[config.mk]
export PLATFORM = sky130hd
export DESIGN_NAME = tbmc_flag_ram
export DESIGN_NICKNAME = d
export VERILOG_FILES = /design/src/rtl/tbmc_pkg.sv /design/src/rtl/tbmc_flag_ram.sv
export SDC_FILE = /design/constraint.sdc
export NUM_CORES = 2
export LEC_CHECK = 0
export BUFFER_PORTS_ARGS = -buffer_cell sky130_fd_sc_hd__buf_2
export CORE_AREA = 8 8 564 566
export CTS_CLUSTER_DIAMETER = 80
export CTS_CLUSTER_SIZE = 25
export DETAILED_ROUTE_END_ITERATION = 8
export DIE_AREA = 0 0 572 574
export HOLD_SLACK_MARGIN = 0.15
export MAX_ROUTING_LAYER = met4
export RECOVER_POWER = 50
export REMOVE_ABC_BUFFERS = 1
export SKIP_CTS_REPAIR_TIMING = 1
export SLEW_MARGIN = 20
export SYNTH_ARGS = -nofsm -noshare
export SYNTH_HDL_FRONTEND = slang
export SYNTH_SLANG_ARGS = --single-unit
[constraint.sdc]
create_clock -name clk -period 2.95 [get_ports clk]
set_clock_uncertainty 0.1 [all_clocks]
set_input_delay 0.4425 -clock clk [delete_from_list [all_inputs] [get_ports clk]]
set_output_delay 0.4425 -clock clk [all_outputs]
set_load 0.02 [all_outputs]
[src/rtl/tbmc_pkg.sv]
`timescale 1ns / 1ps
// ----------------------------------------------------------------------------
// tbmc_pkg
// Shared types, widths and codes for the tile map box mover.
// ----------------------------------------------------------------------------
package tbmc_pkg;

  // Geometry
  localparam int COORD_W    = 16;                 // pixel coordinates
  localparam int PX_W       = 14;                 // map size in pixels
  localparam int TCNT_W     = 11;                 // map size in tiles
  localparam int TILE_SHIFT = 3;                  // 8-pixel tiles
  localparam int TILE_W     = PX_W - TILE_SHIFT;  // tile coordinate inside the map

  // Stores
  localparam int MAP_TILES  = 8192;
  localparam int MAP_AW     = $clog2(MAP_TILES);
  localparam int FLAG_DEPTH = 256;
  localparam int FLAG_AW    = $clog2(FLAG_DEPTH);

  // Stream widths
  localparam int IN_DATA_W  = 104;
  localparam int OUT_DATA_W = 40;
  localparam int KIND_W     = 2;
  localparam int WADDR_W    = 13;

  // Item kinds
  localparam logic [KIND_W-1:0] KIND_MOVE = 2'd0;
  localparam logic [KIND_W-1:0] KIND_MAP  = 2'd1;
  localparam logic [KIND_W-1:0] KIND_FLAG = 2'd2;

  // Configuration register indexes
  localparam int CFG_IDX_W = 2;
  localparam logic [CFG_IDX_W-1:0] CFG_MAP_WIDTH_PX    = 2'd0;
  localparam logic [CFG_IDX_W-1:0] CFG_MAP_HEIGHT_PX   = 2'd1;
  localparam logic [CFG_IDX_W-1:0] CFG_MAP_WIDTH_TILES = 2'd2;
  localparam logic [CFG_IDX_W-1:0] CFG_MAP_HEIGHT_TILES = 2'd3;

  localparam logic [PX_W-1:0]   RST_WIDTH_PX    = 14'd256;
  localparam logic [PX_W-1:0]   RST_HEIGHT_PX   = 14'd256;
  localparam logic [TCNT_W-1:0] RST_WIDTH_TILES = 11'd32;
  localparam logic [TCNT_W-1:0] RST_HEIGHT_TILES = 11'd32;

  typedef struct packed {
    logic [PX_W-1:0]   width_px;
    logic [PX_W-1:0]   height_px;
    logic [TCNT_W-1:0] width_tiles;
    logic [TCNT_W-1:0] height_tiles;
  } cfg_t;

  typedef struct packed {
    logic signed [COORD_W-1:0] box_x;
    logic signed [COORD_W-1:0] box_y;
    logic [7:0]                box_width;
    logic [7:0]                box_height;
    logic [7:0]                group_mask;
    logic [7:0]                group_mask_down;
    logic signed [7:0]         step_x;
    logic signed [7:0]         step_y;
  } move_t;

  typedef struct packed {
    logic signed [COORD_W-1:0] new_x;
    logic signed [COORD_W-1:0] new_y;
    logic [7:0]                hit_tile;
  } result_t;

  typedef struct packed {
    logic              en;
    logic [MAP_AW-1:0] addr;
  } map_rd_t;

  typedef struct packed {
    logic               en;
    logic [FLAG_AW-1:0] addr;
  } flag_rd_t;

endpackage

[src/rtl/tbmc_flag_ram.sv]
`timescale 1ns / 1ps
// ----------------------------------------------------------------------------
// tbmc_flag_ram
// Collision flag table: registered read, per-entry valid bits so that the
// table reads as zero after reset until an entry is written.
// ----------------------------------------------------------------------------
module tbmc_flag_ram (
  input  logic                    clk,
  input  logic                    rst,
  input  logic                    wr_en,
  input  logic [tbmc_pkg::FLAG_AW-1:0] wr_addr,
  input  logic [7:0]              wr_data,
  input  tbmc_pkg::flag_rd_t      rd,
  output logic [7:0]              rd_data
);
  import tbmc_pkg::*;

  logic [7:0]            mem [FLAG_DEPTH];
  logic [FLAG_DEPTH-1:0] valid;
  logic [7:0]            data_q;
  logic                  valid_q;

  // Track written entries
  always_ff @(posedge clk) begin
    if (rst) begin
      valid <= '0;
    end else if (wr_en) begin
      valid[wr_addr] <= 1'b1;
    end
  end

  // Store flag bytes
  always_ff @(posedge clk) begin
    if (wr_en) begin
      mem[wr_addr] <= wr_data;
    end
  end

  // Registered read of the data and its valid bit
  always_ff @(posedge clk) begin
    if (rd.en) begin
      data_q  <= mem[rd.addr];
      valid_q <= valid[rd.addr];
    end
  end

  assign rd_data = valid_q ? data_q : 8'd0;

endmodule

==> summary.md <==
| Metric | Value |
|---|---|
| CP Capture Type | `output pin` |
| Compound-Gate Fraction of Synth Area | `around 4%` |
| Minimum clock period | `around 3.0 ns` |
| I/O pin count | `36` |
| WS Path Type | `flip-flop to output pin` |
| Routed vias/inst | `~5` |
| First-pass GRT wire length | `between 300000 and 400000 um` |
| Clk pwr share | `about a third` |
| Die H | `574 um` |
| Worst path required time | `2.41 ns` |
| Die area | `roughly 330000 um^2` |
| Largest family of logic cells by synthesized area | `multiplexers` |
| CP startpoint kind | `flip-flop` |
| Clock sinks | `roughly 2.3k` |
| Detail Route Antenna Nets | `0` |
| Post-Syn Instances | `between 4k and 5k` |
| Comb pwr share | `6.7%` |
| CTS Root Cell | `clkbuf_16` |
| Worst hold-check path type | `primary input to flip-flop` |
| Pwr dens | `around 560 nW/um^2` |
| RD Place Congestion | `~0.88` |
| Global route overflow | `0` |
| XOR/XNOR Fraction of Synth Area | `0%` |
| Delay-heaviest family, CP | `flip-flops` |
| Simple-gate area share of the yosys netlist | `approximately 4.4%` |
| Buffers on Ports | `35` |
| Routed WL | `245000 um` |
| Worst-margin pin slew | `about 2.3 ns` |
| RSZ-0062 raised after global routing | `no` |
| Largest net degree at the start of global routing | `89` |
| Internal power | `about 45000 uW` |
| CTS tree | `done` |
| Num CTS Buffers | `111` |
| Slew margin rel. | `-50.9%` |
| Setup violations, final | `1` |
| Fin. Hold Viols | `0` |
| Number of synthesized flops with an enable pin | `about 2.1k` |
| Leak | `roughly 0.032 uW` |
| Die X | `572 um` |
| DRC | `0` |
| Sw Pwr | `~13000 uW` |
| Status | `complete, but fails checks` |
| Vias in the first global route | `47.5k` |
| Initial DRC count | `approximately 5.7k` |
| Unique masters post-synth | `63` |
| DR vias | `approximately 48k` |
| Share of the synthesized area in the top cell type | `69.3%` |
| Sequential share of power | `between 60% and 70%` |
| Final Slew Violations | `~560` |
| Syn avg cell area | `18.9 um^2` |
| F_max | `between 0.3 and 0.4 GHz` |
| Hpwl dp | `around 170000 um` |
| CP bufs+invs | `1` |
| # Max-Cap Violations | `12` |
| DP Area | `roughly 100000 um^2` |
| Design Area, Final | `between 100000 and 150000 um^2` |
| Post-route worst setup slack | `-0.0260 ns` |
| Synth top cells by count | `edfxtp_1 (2057), nor2_1 (737), mux4_2 (489)` |
| Area contributors post-synth | `edfxtp_1 (69%), mux4_2 (12%), dfxtp_1 (5.8%)` |
| Failing checks | `max-capacitance violations, max-slew violations, negative setup slack` |
| Net Sw Frac | `between 20% and 30%` |
| Critical-path cell list | `and2_1 -> buf_2` |
| FF+latch count, synth | `around 2.3k` |
| Total GRT Usage | `between 10% and 20%` |
| Area growth syn-to-layout | `15.1%` |
| Synth warnings | `0` |
| Final nets | `around 5.4k` |
| Primary FF master, synth | `edfxtp_1` |
| Post-synthesis sequential area ratio | `between 70% and 80%` |
| Clk Latency, worst-skew pair | `0.82 ns` |
| Core Box Area | `310000 um^2` |
| Crit path arrival time | `~2.4 ns` |
| Count leader, synth | `edfxtp_1` |
| Pre-Repair DR Iteration Count | `7` |
| Initial antenna violation count | `25` |
| Cell taking the most area after synthesis | `edfxtp_1` |
| Synth async-reset ratio | `0%` |
| WHS | `around 0.32 ns` |
| Wire per inst | `approximately 26 um` |
| Cell area after synthesis | `a little under 90000 um^2` |
| Clock-pin slew on the worst setup and hold paths | `0.10 ns` |
| Final period util | `101%` |
| CP max stage delay | `between 0.7 and 0.8 ns` |
| Clock buffer depth | `3` |
| Cell Rows | `205` |
| VDD IR-drop max | `roughly 500 uV` |
| Mux contribution to synthesized area | `between 10% and 20%` |
| Initial core utilization | `between 20% and 30%` |
| Synth Area in Adders | `0%` |
| Htree depth | `3` |
| Max FO, Critical Path | `8` |
| Layout cell share with drive strength beyond 1 | `approximately 25%` |
| CP max-delay cell | `edfxtp_1` |
registers in the layout (all words and copies together), names as in the netlist:
| register | count |
|---|---|
| data_q | 8 |
| mem | 2048 |
| valid | 256 |
| valid_q | 1 |
layer usage:
layer | share of wire (%) | wire length [um] | track usage, % | vias up
met5 | 0 | 0 | - | -
met2 | 48 | 118000 | 23.8 | 2007
met3 | 7.9 | 19500 | 2.33 | 316
met1 | 41 | 100000 | 19.8 | 25377
li1 | - | - | - | 20164
met4 | 3.3 | 8070 | 4.42 | 0
final timing paths:
kind / end / cells past startpoint / slack [ns] / start
hold / removal: mem[212][2] / 4 / 0.32 / wr_addr[7]
setup reg to reg: data_q[6] / 6 / 0.09 / mem[67][6]
setup / recovery: rd_data[2] / 2 / -0.03 / valid_q
hold reg to reg: valid[146] / 2 / 0.37 / valid[146]
layout make-up:
| cell class | instances | area, um^2 |
|---|---|---|
| Timing Repair Buffer | 811 | 6500 |
| Multi-Input combinational cell | 2100 | 20500 |
| Tap cell | 4140 | 5180 |
| Fill cell | 29654 | 207000 |
| Sequential cell | 2313 | 66900 |
| Antenna cell | 15 | 37.5 |
| Clock buffer | 178 | 3110 |
| Inverter | 3 | 11.3 |
| Clock inverter | 33 | 420 |
power by group through the flow:
stage | sequential (uW) | combinational, uW | clock [uW]
3_5_place_dp | 36400 | 3920 | 0
4_1_cts | 35700 | 3930 | 18600
5_1_grt | 35700 | 4050 | 19600
2_1_floorplan | 36400 | 1260 | 0
3_3_place_gp | 36400 | 3880 | 0
6_report | 35700 | 3860 | 18200
cells by family after synthesis:
| kind of cell | after synthesis |
|---|---|
| AND/OR/NAND/NOR | 941 |
| flip-flops | 2313 |
| buffers and inverters | 290 |
| multiplexers | 678 |
| AO/OA/AOI/OAI | 481 |
worst min-delay path: cells and delay by family:
family	cells	cell delay, ns
buffers and inverters	2	0.34
and+or+nand+nor	2	0.24
stage by stage:
step	setup TNS [ns]	std cells	setup WS, ns	utilization (%)	power [uW]
2_1_floorplan	-3.09	4416	-0.449	-	37700
3_5_place_dp	-5.76	9361	-0.866	32.2	40300
6_report	-0.0260	9593	-0.0260	33.1	57800
3_3_place_gp	-6.06	9361	-0.942	32.2	40300
4_1_cts	-0.0227	9572	-0.0227	33.3	58200
5_1_grt	0	9590	0.0199	33.1	59300
layout by cell type, fill, tap and decap left out, types with 10 or more instances in the layout:
cell       instances
a221oi_1          42
nor3_1            33
diode_2           15
o21ba_2           29
mux2i_1          175
dfxtp_1          256
o22ai_1           63
mux2_2            13
o221ai_1          40
clkbuf_1         187
mux4_2           489
nor2b_1           16
and2_1            11
a22o_1            46
clkbuf_16        113
nand2b_1          10
a21oi_1           84
edfxtp_1        2057
buf_2             19
a22oi_1          112
o21ai_0           15
buf_4            554
clkbuf_2          20
nand2_1           43
nand3_1           32
nor2_1           734
nor4_1            15
buf_12            76
(Power assumes the default switching activity.)
