File: src/rtl/tbmc_pkg.sv
`timescale 1ns / 1ps
// ----------------------------------------------------------------------------
// tbmc_pkg
// Shared types, widths and codes for the tile map box mover.
// ----------------------------------------------------------------------------
package tbmc_pkg;

  // Geometry
  localparam int COORD_W    = 16;                 // pixel coordinates
  localparam int PX_W       = 14;                 // map size in pixels
  localparam int TCNT_W     = 11;                 // map size in tiles
  localparam int TILE_SHIFT = 3;                  // 8-pixel tiles
  localparam int TILE_W     = PX_W - TILE_SHIFT;  // tile coordinate inside the map

  // Stores
  localparam int MAP_TILES  = 8192;
  localparam int MAP_AW     = $clog2(MAP_TILES);
  localparam int FLAG_DEPTH = 256;
  localparam int FLAG_AW    = $clog2(FLAG_DEPTH);

  // Stream widths
  localparam int IN_DATA_W  = 104;
  localparam int OUT_DATA_W = 40;
  localparam int KIND_W     = 2;
  localparam int WADDR_W    = 13;

  // Item kinds
  localparam logic [KIND_W-1:0] KIND_MOVE = 2'd0;
  localparam logic [KIND_W-1:0] KIND_MAP  = 2'd1;
  localparam logic [KIND_W-1:0] KIND_FLAG = 2'd2;

  // Configuration register indexes
  localparam int CFG_IDX_W = 2;
  localparam logic [CFG_IDX_W-1:0] CFG_MAP_WIDTH_PX    = 2'd0;
  localparam logic [CFG_IDX_W-1:0] CFG_MAP_HEIGHT_PX   = 2'd1;
  localparam logic [CFG_IDX_W-1:0] CFG_MAP_WIDTH_TILES = 2'd2;
  localparam logic [CFG_IDX_W-1:0] CFG_MAP_HEIGHT_TILES = 2'd3;

  localparam logic [PX_W-1:0]   RST_WIDTH_PX    = 14'd256;
  localparam logic [PX_W-1:0]   RST_HEIGHT_PX   = 14'd256;
  localparam logic [TCNT_W-1:0] RST_WIDTH_TILES = 11'd32;
  localparam logic [TCNT_W-1:0] RST_HEIGHT_TILES = 11'd32;

  typedef struct packed {
    logic [PX_W-1:0]   width_px;
    logic [PX_W-1:0]   height_px;
    logic [TCNT_W-1:0] width_tiles;
    logic [TCNT_W-1:0] height_tiles;
  } cfg_t;

  typedef struct packed {
    logic signed [COORD_W-1:0] box_x;
    logic signed [COORD_W-1:0] box_y;
    logic [7:0]                box_width;
    logic [7:0]                box_height;
    logic [7:0]                group_mask;
    logic [7:0]                group_mask_down;
    logic signed [7:0]         step_x;
    logic signed [7:0]         step_y;
  } move_t;

  typedef struct packed {
    logic signed [COORD_W-1:0] new_x;
    logic signed [COORD_W-1:0] new_y;
    logic [7:0]                hit_tile;
  } result_t;

  typedef struct packed {
    logic              en;
    logic [MAP_AW-1:0] addr;
  } map_rd_t;

  typedef struct packed {
    logic               en;
    logic [FLAG_AW-1:0] addr;
  } flag_rd_t;

endpackage

File: src/rtl/tbmc_scan.sv
`timescale 1ns / 1ps
// ----------------------------------------------------------------------------
// tbmc_scan
// Move sequencer: resolves the X axis then the Y axis, scanning the tiles of
// the destination column or row through the map and flag memories.
// ----------------------------------------------------------------------------
module tbmc_scan (
  input  logic                 clk,
  input  logic                 rst,
  input  tbmc_pkg::cfg_t       cfg,
  input  logic                 start,
  input  tbmc_pkg::move_t      move,
  output logic                 busy,
  output tbmc_pkg::map_rd_t    map_rd,
  input  logic [7:0]           map_rdata,
  output tbmc_pkg::flag_rd_t   flag_rd,
  input  logic [7:0]           flag_rdata,
  output logic                 res_valid,
  input  logic                 res_ready,
  output tbmc_pkg::result_t    res
);
  import tbmc_pkg::*;

  localparam logic [2:0] ST_IDLE  = 3'd0;
  localparam logic [2:0] ST_LEAD  = 3'd1;
  localparam logic [2:0] ST_DEST  = 3'd2;
  localparam logic [2:0] ST_INDEX = 3'd3;
  localparam logic [2:0] ST_MAP   = 3'd4;
  localparam logic [2:0] ST_FLAG  = 3'd5;
  localparam logic [2:0] ST_CHECK = 3'd6;
  localparam logic [2:0] ST_DONE  = 3'd7;

  // Clamp a coordinate of the other extent to a tile inside the map
  function automatic logic [TILE_W-1:0] clamp_tile(input logic [COORD_W-1:0] c,
                                                   input logic [PX_W-1:0]    lim,
                                                   input logic [TCNT_W-1:0]  tiles);
    logic [TILE_W-1:0] r;
    if (c >= COORD_W'(lim)) begin
      if (c[COORD_W-1]) begin
        r = '0;
      end else if (tiles != '0) begin
        r = TILE_W'(tiles - TCNT_W'(1));
      end else begin
        r = '0;
      end
    end else begin
      r = c[PX_W-1:TILE_SHIFT];
    end
    return r;
  endfunction

  logic [2:0]          state;
  logic                axis;       // 0: X, 1: Y
  move_t               mv;
  logic [COORD_W-1:0]  pos_x, pos_y;
  logic [7:0]          hit;
  logic [COORD_W-1:0]  lead_q, dest_q, oend_q, sum_q;
  logic [TILE_W-1:0]   t_q, o_q, o1_q;
  logic [MAP_AW-1:0]   idx;
  logic [7:0]          tile_q;

  // Axis operand selection
  logic [COORD_W-1:0]  pos, opos;
  logic [7:0]          size, osize, mask;
  logic signed [7:0]   step;
  logic [PX_W-1:0]     lim, olim;
  logic [TCNT_W-1:0]   otiles;

  always_comb begin
    pos    = axis ? pos_y : pos_x;
    opos   = axis ? pos_x : pos_y;
    size   = axis ? mv.box_height : mv.box_width;
    osize  = axis ? mv.box_width : mv.box_height;
    step   = axis ? mv.step_y : mv.step_x;
    lim    = axis ? cfg.height_px : cfg.width_px;
    olim   = axis ? cfg.width_px : cfg.height_px;
    otiles = axis ? cfg.width_tiles : cfg.height_tiles;
    mask   = (axis && !mv.step_y[7]) ? mv.group_mask_down : mv.group_mask;
  end

  // Leading edge and destination
  logic [COORD_W-1:0] step_ext, lead, dest, oend, sum;
  always_comb begin
    step_ext = {{(COORD_W-8){step[7]}}, step};
    lead     = step[7] ? pos : pos + COORD_W'(8'(size - 8'd1));
    dest     = lead + step_ext;
    oend     = opos + COORD_W'(osize) - COORD_W'(1);
    sum      = pos + step_ext;
  end

  // Column or row bounds
  logic [TILE_W-1:0] o0, o1;
  always_comb begin
    o0 = clamp_tile(opos, olim, otiles);
    o1 = clamp_tile(oend_q, olim, otiles);
  end

  // Start index and stride in the map
  logic [2*TCNT_W-1:0] prod;
  logic [MAP_AW-1:0]   idx_start, stride;
  always_comb begin
    prod      = (axis ? TCNT_W'(t_q) : TCNT_W'(o_q)) * cfg.width_tiles;
    idx_start = MAP_AW'(prod) + MAP_AW'(axis ? o_q : t_q);
    stride    = axis ? MAP_AW'(1) : MAP_AW'(cfg.width_tiles);
  end

  // Flush position after a hit
  logic [COORD_W-1:0] snap_base, snap;
  always_comb begin
    snap_base = COORD_W'(t_q) << TILE_SHIFT;
    snap = step[7] ? snap_base + (COORD_W'(1) << TILE_SHIFT)
                   : snap_base - COORD_W'(size);
  end

  // Axis outcome
  logic               ax_done, ax_hit, scan_go;
  logic [COORD_W-1:0] ax_val;
  always_comb begin
    ax_done = 1'b0;
    ax_hit  = 1'b0;
    scan_go = 1'b0;
    ax_val  = sum_q;
    case (state)
      ST_DEST: begin
        if (step == '0) begin
          ax_done = 1'b1;
          ax_val  = pos;
        end else if ((lead_q[COORD_W-1:TILE_SHIFT] == dest_q[COORD_W-1:TILE_SHIFT]) ||
                     (dest_q >= COORD_W'(lim)) || (o0 > o1)) begin
          ax_done = 1'b1;
        end else begin
          scan_go = 1'b1;
        end
      end
      ST_CHECK: begin
        if ((flag_rdata & mask) != '0) begin
          ax_done = 1'b1;
          ax_hit  = 1'b1;
          ax_val  = snap;
        end else if (o_q == o1_q) begin
          ax_done = 1'b1;
        end
      end
      default: begin
      end
    endcase
  end

  // Sequencer
  always_ff @(posedge clk) begin
    if (rst) begin
      state <= ST_IDLE;
      axis  <= 1'b0;
    end else begin
      case (state)
        ST_IDLE: begin
          if (start) begin
            state <= ST_LEAD;
            axis  <= 1'b0;
          end
        end
        ST_LEAD:  state <= ST_DEST;
        ST_INDEX: state <= ST_MAP;
        ST_MAP:   state <= ST_FLAG;
        ST_FLAG:  state <= ST_CHECK;
        ST_DONE: begin
          if (res_ready) begin
            state <= ST_IDLE;
          end
        end
        default: begin
          // ST_DEST and ST_CHECK
          if (ax_done) begin
            if (axis) begin
              state <= ST_DONE;
            end else begin
              state <= ST_LEAD;
              axis  <= 1'b1;
            end
          end else if (scan_go) begin
            state <= ST_INDEX;
          end else begin
            state <= ST_MAP;
          end
        end
      endcase
    end
  end

  // Datapath registers
  always_ff @(posedge clk) begin
    case (state)
      ST_IDLE: begin
        if (start) begin
          mv    <= move;
          pos_x <= move.box_x;
          pos_y <= move.box_y;
          hit   <= 8'd0;
        end
      end
      ST_LEAD: begin
        lead_q <= lead;
        dest_q <= dest;
        oend_q <= oend;
        sum_q  <= sum;
      end
      ST_DEST: begin
        t_q  <= dest_q[PX_W-1:TILE_SHIFT];
        o_q  <= o0;
        o1_q <= o1;
      end
      ST_INDEX: idx <= idx_start;
      ST_FLAG:  tile_q <= map_rdata;
      ST_CHECK: begin
        if (!ax_done) begin
          o_q <= o_q + TILE_W'(1);
          idx <= idx + stride;
        end
      end
      default: begin
      end
    endcase
    // Commit the finished axis
    if (ax_done) begin
      if (axis) begin
        pos_y <= ax_val;
      end else begin
        pos_x <= ax_val;
      end
      if (ax_hit) begin
        hit <= tile_q;
      end
    end
  end

  assign busy           = (state != ST_IDLE);
  assign map_rd.en      = (state == ST_MAP);
  assign map_rd.addr    = idx;
  assign flag_rd.en     = (state == ST_FLAG);
  assign flag_rd.addr   = map_rdata;
  assign res_valid      = (state == ST_DONE);
  assign res.new_x      = pos_x;
  assign res.new_y      = pos_y;
  assign res.hit_tile   = hit;

endmodule

File: config.mk
export PLATFORM = sky130hd
export DESIGN_NAME = tbmc_scan
export DESIGN_NICKNAME = d
export VERILOG_FILES = /design/src/rtl/tbmc_pkg.sv /design/src/rtl/tbmc_scan.sv
export SDC_FILE = /design/constraint.sdc
export NUM_CORES = 1
export LEC_CHECK = 0
export ABC_AREA = 1
export BUFFER_PORTS_ARGS = -buffer_cell sky130_fd_sc_hd__buf_2
export CORE_MARGIN = 2
export CORE_UTILIZATION = 35
export DETAILED_ROUTE_END_ITERATION = 16
export HOLD_SLACK_MARGIN = 0.15
export PLACE_DENSITY_LB_ADDON = 0.3
export SYNTH_ARGS = -nofsm -noshare
export SYNTH_HDL_FRONTEND = slang
export SYNTH_SLANG_ARGS = --single-unit
File: constraint.sdc
create_clock -name clk -period 6 [get_ports clk]
set_input_delay 1.2 -clock clk [delete_from_list [all_inputs] [get_ports clk]]
set_output_delay 1.2 -clock clk [all_outputs]
set_load 0.01 [all_outputs]
==> results of run 1 <==
==> logic make-up after synthesis <==
group | after synthesis | synth area share
xor gates and xnor gates | 98 | 0.0463
adders and majority gates | 227 | 0.179
and+or+nand+nor | 995 | 0.228
muxes | 20 | 0.0108
DFF | 207 | 0.312
AOI/OAI and AO/OA | 424 | 0.128
buffers and inverters | 438 | 0.0964
==> registers in the layout, summed over array words and instances (netlist names) <==
signal and flops:
axis 1, dest_q 16, hit 8, idx 13, lead_q 13, mv 48
o1_q 11, o_q 11, oend_q 16, pos_x 16, pos_y 16, state 3
sum_q 16, t_q 11, tile_q 8
==> cell usage after synthesis, drive strengths merged <==
cell / n
o21a: 8
dfxtp: 44
nand4: 24
buf: 45
a211oi: 1
xnor2: 33
or2: 16
nor3: 28
a31oi: 10
inv: 361
o22ai: 7
a21oi: 101
and2: 1
clkbuf: 30
o21ai: 244
a21boi: 4
xor2: 65
ha: 164
fa: 63
o221ai: 1
o21bai: 4
a22oi: 6
o211ai: 27
nand3: 134
nor4: 7
o31ai: 7
nand2: 625
a21o: 3
nand3b: 1
nor2: 159
a22o: 1
clkinv: 2
mux2i: 20
edfxtp: 163
==> final cells by class <==
cell class | instances | area (um^2) | area share
Antenna cell | 1 | 2.50 | 0.000118
Clock buffer | 30 | 666 | 0.0314
Clock inverter | 16 | 130 | 0.00613
Inverter | 363 | 1370 | 0.0643
Multi-Input combinational cell | 1764 | 11000 | 0.518
Sequential cell | 207 | 5780 | 0.272
Tap cell | 688 | 861 | 0.0406
Timing Repair Buffer | 257 | 1430 | 0.0675
==> through the flow <==
step,instance area [um^2],cells,hold WS (ns)
after floorplan,18500,2409,0.446
after CTS,21200,3325,0.465
after global routing,21200,3326,0.486
after global placement,20400,3279,0.451
after detailed placement,20400,3279,0.456
final,21200,3326,0.462
==> layer usage <==
metal | part of all wire | vias up | track usage
met5 | 0 | - | 0
met4 | 0.041 | 0 | 0.0850
met3 | 0.049 | 104 | 0.0226
met2 | 0.50 | 467 | 0.389
met1 | 0.41 | 8016 | 0.264
li1 | - | 8340 | -
==> worst min-delay path by stage <==
stage | start | to | slack, ns | depth (start not counted)
detailed placement | tile_q[2] | hit[2] | 0.46 | 2
CTS | hit[4] | hit[4] | 0.47 | 2
finish | hit[4] | hit[4] | 0.46 | 2
global route | tile_q[0] | hit[0] | 0.49 | 2
floorplan | tile_q[0] | hit[0] | 0.45 | 2
global placement | hit[7] | hit[7] | 0.45 | 2
==> worst max-delay path, cell delays in order (launching register included) <==
cell and delay (ns):
dfxtp_4 0.60, o21a_1 0.46, inv_1 0.18, nor2_1 0.18, fa_1 0.45, inv_1 0.09, fa_1 0.42, fa_1 0.55
fa_1 0.54, fa_1 0.56, inv_1 0.05, ha_1 0.33, nand2_1 0.09, nor3_1 0.21, nand2_1 0.10, o211ai_1 0.10
a31oi_1 0.09, inv_1 0.07, nand2_1 0.05, nand3_1 0.06, nand2_1 0.07
==> flow_metrics.tcl, run 1 <==
set metrics [dict create \
    outcome "complete, no violations" \
    rrSetupSlack_ns 0.50 \
    core_area_um2 52400 \
    critPathKind "flip-flop to flip-flop" \
    ant_nets 0 \
    ys_ff_latch 207 \
    ctsResizeCount 0 \
    rsz0062_at_grt "false" \
    nNetsFinal 2996 \
    place.gp.congestion 0.906 \
    cts_tree "built" \
    critical_path_required_ns 6.31 \
    die_h_um 234 \
    ys_seq_area_frac 0.312 \
    grt_pass1_wl_mm 91.6 \
    vias 16900 \
    drv_slew 0 \
    hold_buffers 0 \
    drt_drc_violations_left 0 \
    drv_cap 0 \
    synth_cells 2409 \
    cts.htree.levels 1 \
    drive_gt1_frac 0.143 \
    fp.dieArea_um2 54800 \
    final_cell_mix "nand2_1, inv_1, buf_2" \
    max_slew_margin 0.152 \
    synth_area_um2 18500 \
    die_w_um 234 \
    synth_cell_type_count 53 \
    setup_slack_ns 0.496 \
    r2r-end "idx[12]" \
    critPathCaptureType "flip-flop" \
    reg2reg_depth 20 \
    worstMarginPinSlew_ns 1.26 \
    rows 84 \
    root_buffer "clkbuf_16" \
    skew_ns 0.0348 \
    pre_cts_ws_ns 0.219 \
    wirelength_mm 59.1 \
    yosysTopAreaCell "edfxtp_1" \
    synthTopCellsByArea "edfxtp_1, nand2_1, ha_1, inv_1, fa_1" \
    cts_buffers 26 \
    port-buffer-count 214 \
    clock-sinks 207 \
    via_per_inst 5.09 \
    worstPathMaxFanout 40 \
    timing.critical_path.from "axis" \
    fillers 5395 \
    synth_top_cell_area_share 0.264 \
    cp_data_arrival_time_ns 5.81 \
    start_kind "flip-flop" \
    drt_iter0_markers 1255 \
    wl_per_cell_um 17.8 \
    clk_pin_slew_ns 0.07 \
    grt_overflow_total 0 \
    start_util 0.353 \
    grt_max_degree 119 \
    setup_tns_ns 0 \
    grt_use_total 0.216 \
    clock_path_buffers 3 \
    io_pins 215 \
    final_common_cell "nand2_1" \
    dr.pass1.iters 6 \
    hpwlAfterDp_mm 48.1 \
    fin_crit_sh 0.917 \
    crit_path_end "idx[12]" \
    holdCritPathClass "flip-flop to flip-flop" \
    ys_warn_count 0 \
    syn_nets 2786 \
    setup_viol 0 \
    post-cts-setup-buffer-count 0 \
    antenna_found_initial 1 \
    grt_pass1_vias 16700 \
    synth_area_per_cell_um2 7.69 \
    clk_latency_ns 0.58 \
    final-hold-violation-count 0 \
    timing.rr.start "axis" \
    fmax_mhz 182 \
    min_period_ns 5.50 \
    fin_util 0.405 \
    area_delta_synth_final_pct 14.5 \
]
Power of run 1 is not shown: default switching activity piles up to over one toggle a cycle in this logic, so the estimate is an artifact.
==> inputs of run 2 (changes only) <==
==> constraint.sdc (replaced) <==
create_clock -name clk -period 6 [get_ports clk]
set_input_delay 0.9 -clock clk [delete_from_list [all_inputs] [get_ports clk]]
set_output_delay 0.9 -clock clk [all_outputs]
set_load 0.01 [all_outputs]
==> run 2 against run 1 <==
First-iteration DRC count shrank 16%; via count shrank 0.95%; non-clock buffer count shrank 1.
==> flow_metrics.tcl, run 2 (synthesized netlist as in run 1, its figures left out) <==
set metrics [dict create \
    outcome "complete, no violations" \
    regArea_um2 5780 \
    maxUsedRoutingLayer "met4" \
    cp_data_arrival_time_ns 5.91 \
    drt_iter0_markers 1049 \
    rsz0062_at_grt "false" \
    via_per_inst 5.04 \
    grt_pass1_vias 16400 \
    worstMarginPinSlew_ns 1.16 \
    start_kind "flip-flop" \
    area_delta_synth_final_pct 14.7 \
    grt_max_degree 73 \
    start_util 0.353 \
    port-buffer-count 214 \
    cts_tree "built" \
    place.gp.congestion 0.932 \
    nNetsFinal 2996 \
    critPathCaptureType "flip-flop" \
    wl_per_cell_um 18.2 \
    wirelength_mm 60.7 \
    fp.dieArea_um2 54800 \
    grt_pass1_wl_mm 92.3 \
    clock-sinks 207 \
    final-hold-violation-count 0 \
    die_w_um 234 \
    fmax_mhz 179 \
    cts_buffers 27 \
    fin_crit_sh 0.932 \
    hpwlAfterDp_mm 49.4 \
    core_area_um2 52400 \
    fillers 5373 \
    grt_use_total 0.220 \
    clock_path_buffers 3 \
    ant_nets 0 \
    critPathKind "flip-flop to flip-flop" \
    clk_latency_ns 0.58 \
    wl_met3_mm 2.82 \
    vias 16800 \
    largest_reg_flops 48 \
    worstPathMaxFanout 7 \
    clk_pin_slew_ns 0.07 \
    max_slew_margin 0.216 \
    root_buffer "clkbuf_16" \
    setup_viol 0 \
    setup_tns_ns 0 \
    wl_met2_mm 30.3 \
    hold_buffers 0 \
    final_common_cell "nand2_1" \
    drive_gt1_frac 0.142 \
    drv_cap 0 \
    skew_ns 0.0218 \
    antenna_found_initial 1 \
    rows 84 \
    critical_path_required_ns 6.32 \
    top_register "mv" \
    drv_slew 0 \
    dr.pass1.iters 5 \
    grt_overflow_total 0 \
    min_period_ns 5.59 \
    drt_drc_violations_left 0 \
    m1WireLength_mm 25.2 \
    die_h_um 234 \
    holdCritPathClass "flip-flop to flip-flop" \
    io_pins 215 \
    final_cell_mix "nand2_1, inv_1, buf_2" \
    cts.htree.levels 1 \
    multiInputGateArea_um2 11000 \
]
## run 2: final cells by class
type | count | share of cell area
repair buffers | 256 | 0.0672
multi-input cells | 1764 | 0.517
flip-flops and latches | 207 | 0.272
inverters | 363 | 0.0642
well taps | 688 | 0.0405
diodes | 1 | 0.000118
clock inverters | 10 | 0.00318
clock buffers | 38 | 0.0357
## run 2: stage by stage
stage	hold WS, ns	cell area [um^2]	worst slack [ns]	instances	utilization
after floorplan	0.446	18500	0.496	2409	-
after global placement	0.450	20400	0.483	3277	0.389
final	0.465	21200	0.408	3327	0.405
after CTS	0.464	21200	0.431	3325	0.405
after detailed placement	0.454	20400	0.431	3277	0.389
after global routing	0.483	21200	0.0937	3327	0.405
## run 2: critical path, stage by stage (launching register included)
cell,delay [ns]
edfxtp_1,0.49
inv_1,0.25
nand2_1,0.09
o21ai_1,0.28
inv_2,0.21
nand2_1,0.14
fa_1,0.45
fa_1,0.50
inv_1,0.06
fa_1,0.54
inv_1,0.06
fa_1,0.54
inv_1,0.07
fa_1,0.48
ha_1,0.34
nand2_1,0.09
nor3_1,0.22
nand2_1,0.09
o211ai_1,0.10
a31oi_1,0.08
inv_1,0.07
nand2_1,0.05
nand3_1,0.06
nand2_1,0.07
## run 2: repair_timing
| action | CTS | global route |
|---|---|---|
| setup endpoints to repair | 0 | 1 |
| resized for setup | 0 | 0 |
| setup buffers | 0 | 1 |
## run 2: layer usage
metal,track usage,vias to the layer above
met5,0,-
met4,0.0841,0
met3,0.0221,99
met2,0.397,424
met1,0.269,7898
li1,-,8346
## run 2: worst paths after layout
path                from  slack (ns)  cells past startpoint  endpoint
setup / recovery  t_q[4]        0.41                     23   idx[12]
hold / removal    hit[7]        0.47                      2    hit[7]
setup reg to reg  t_q[4]        0.41                     23   idx[12]
hold reg to reg   hit[7]        0.47                      2    hit[7]
Power of run 2 is left out for the same reason.
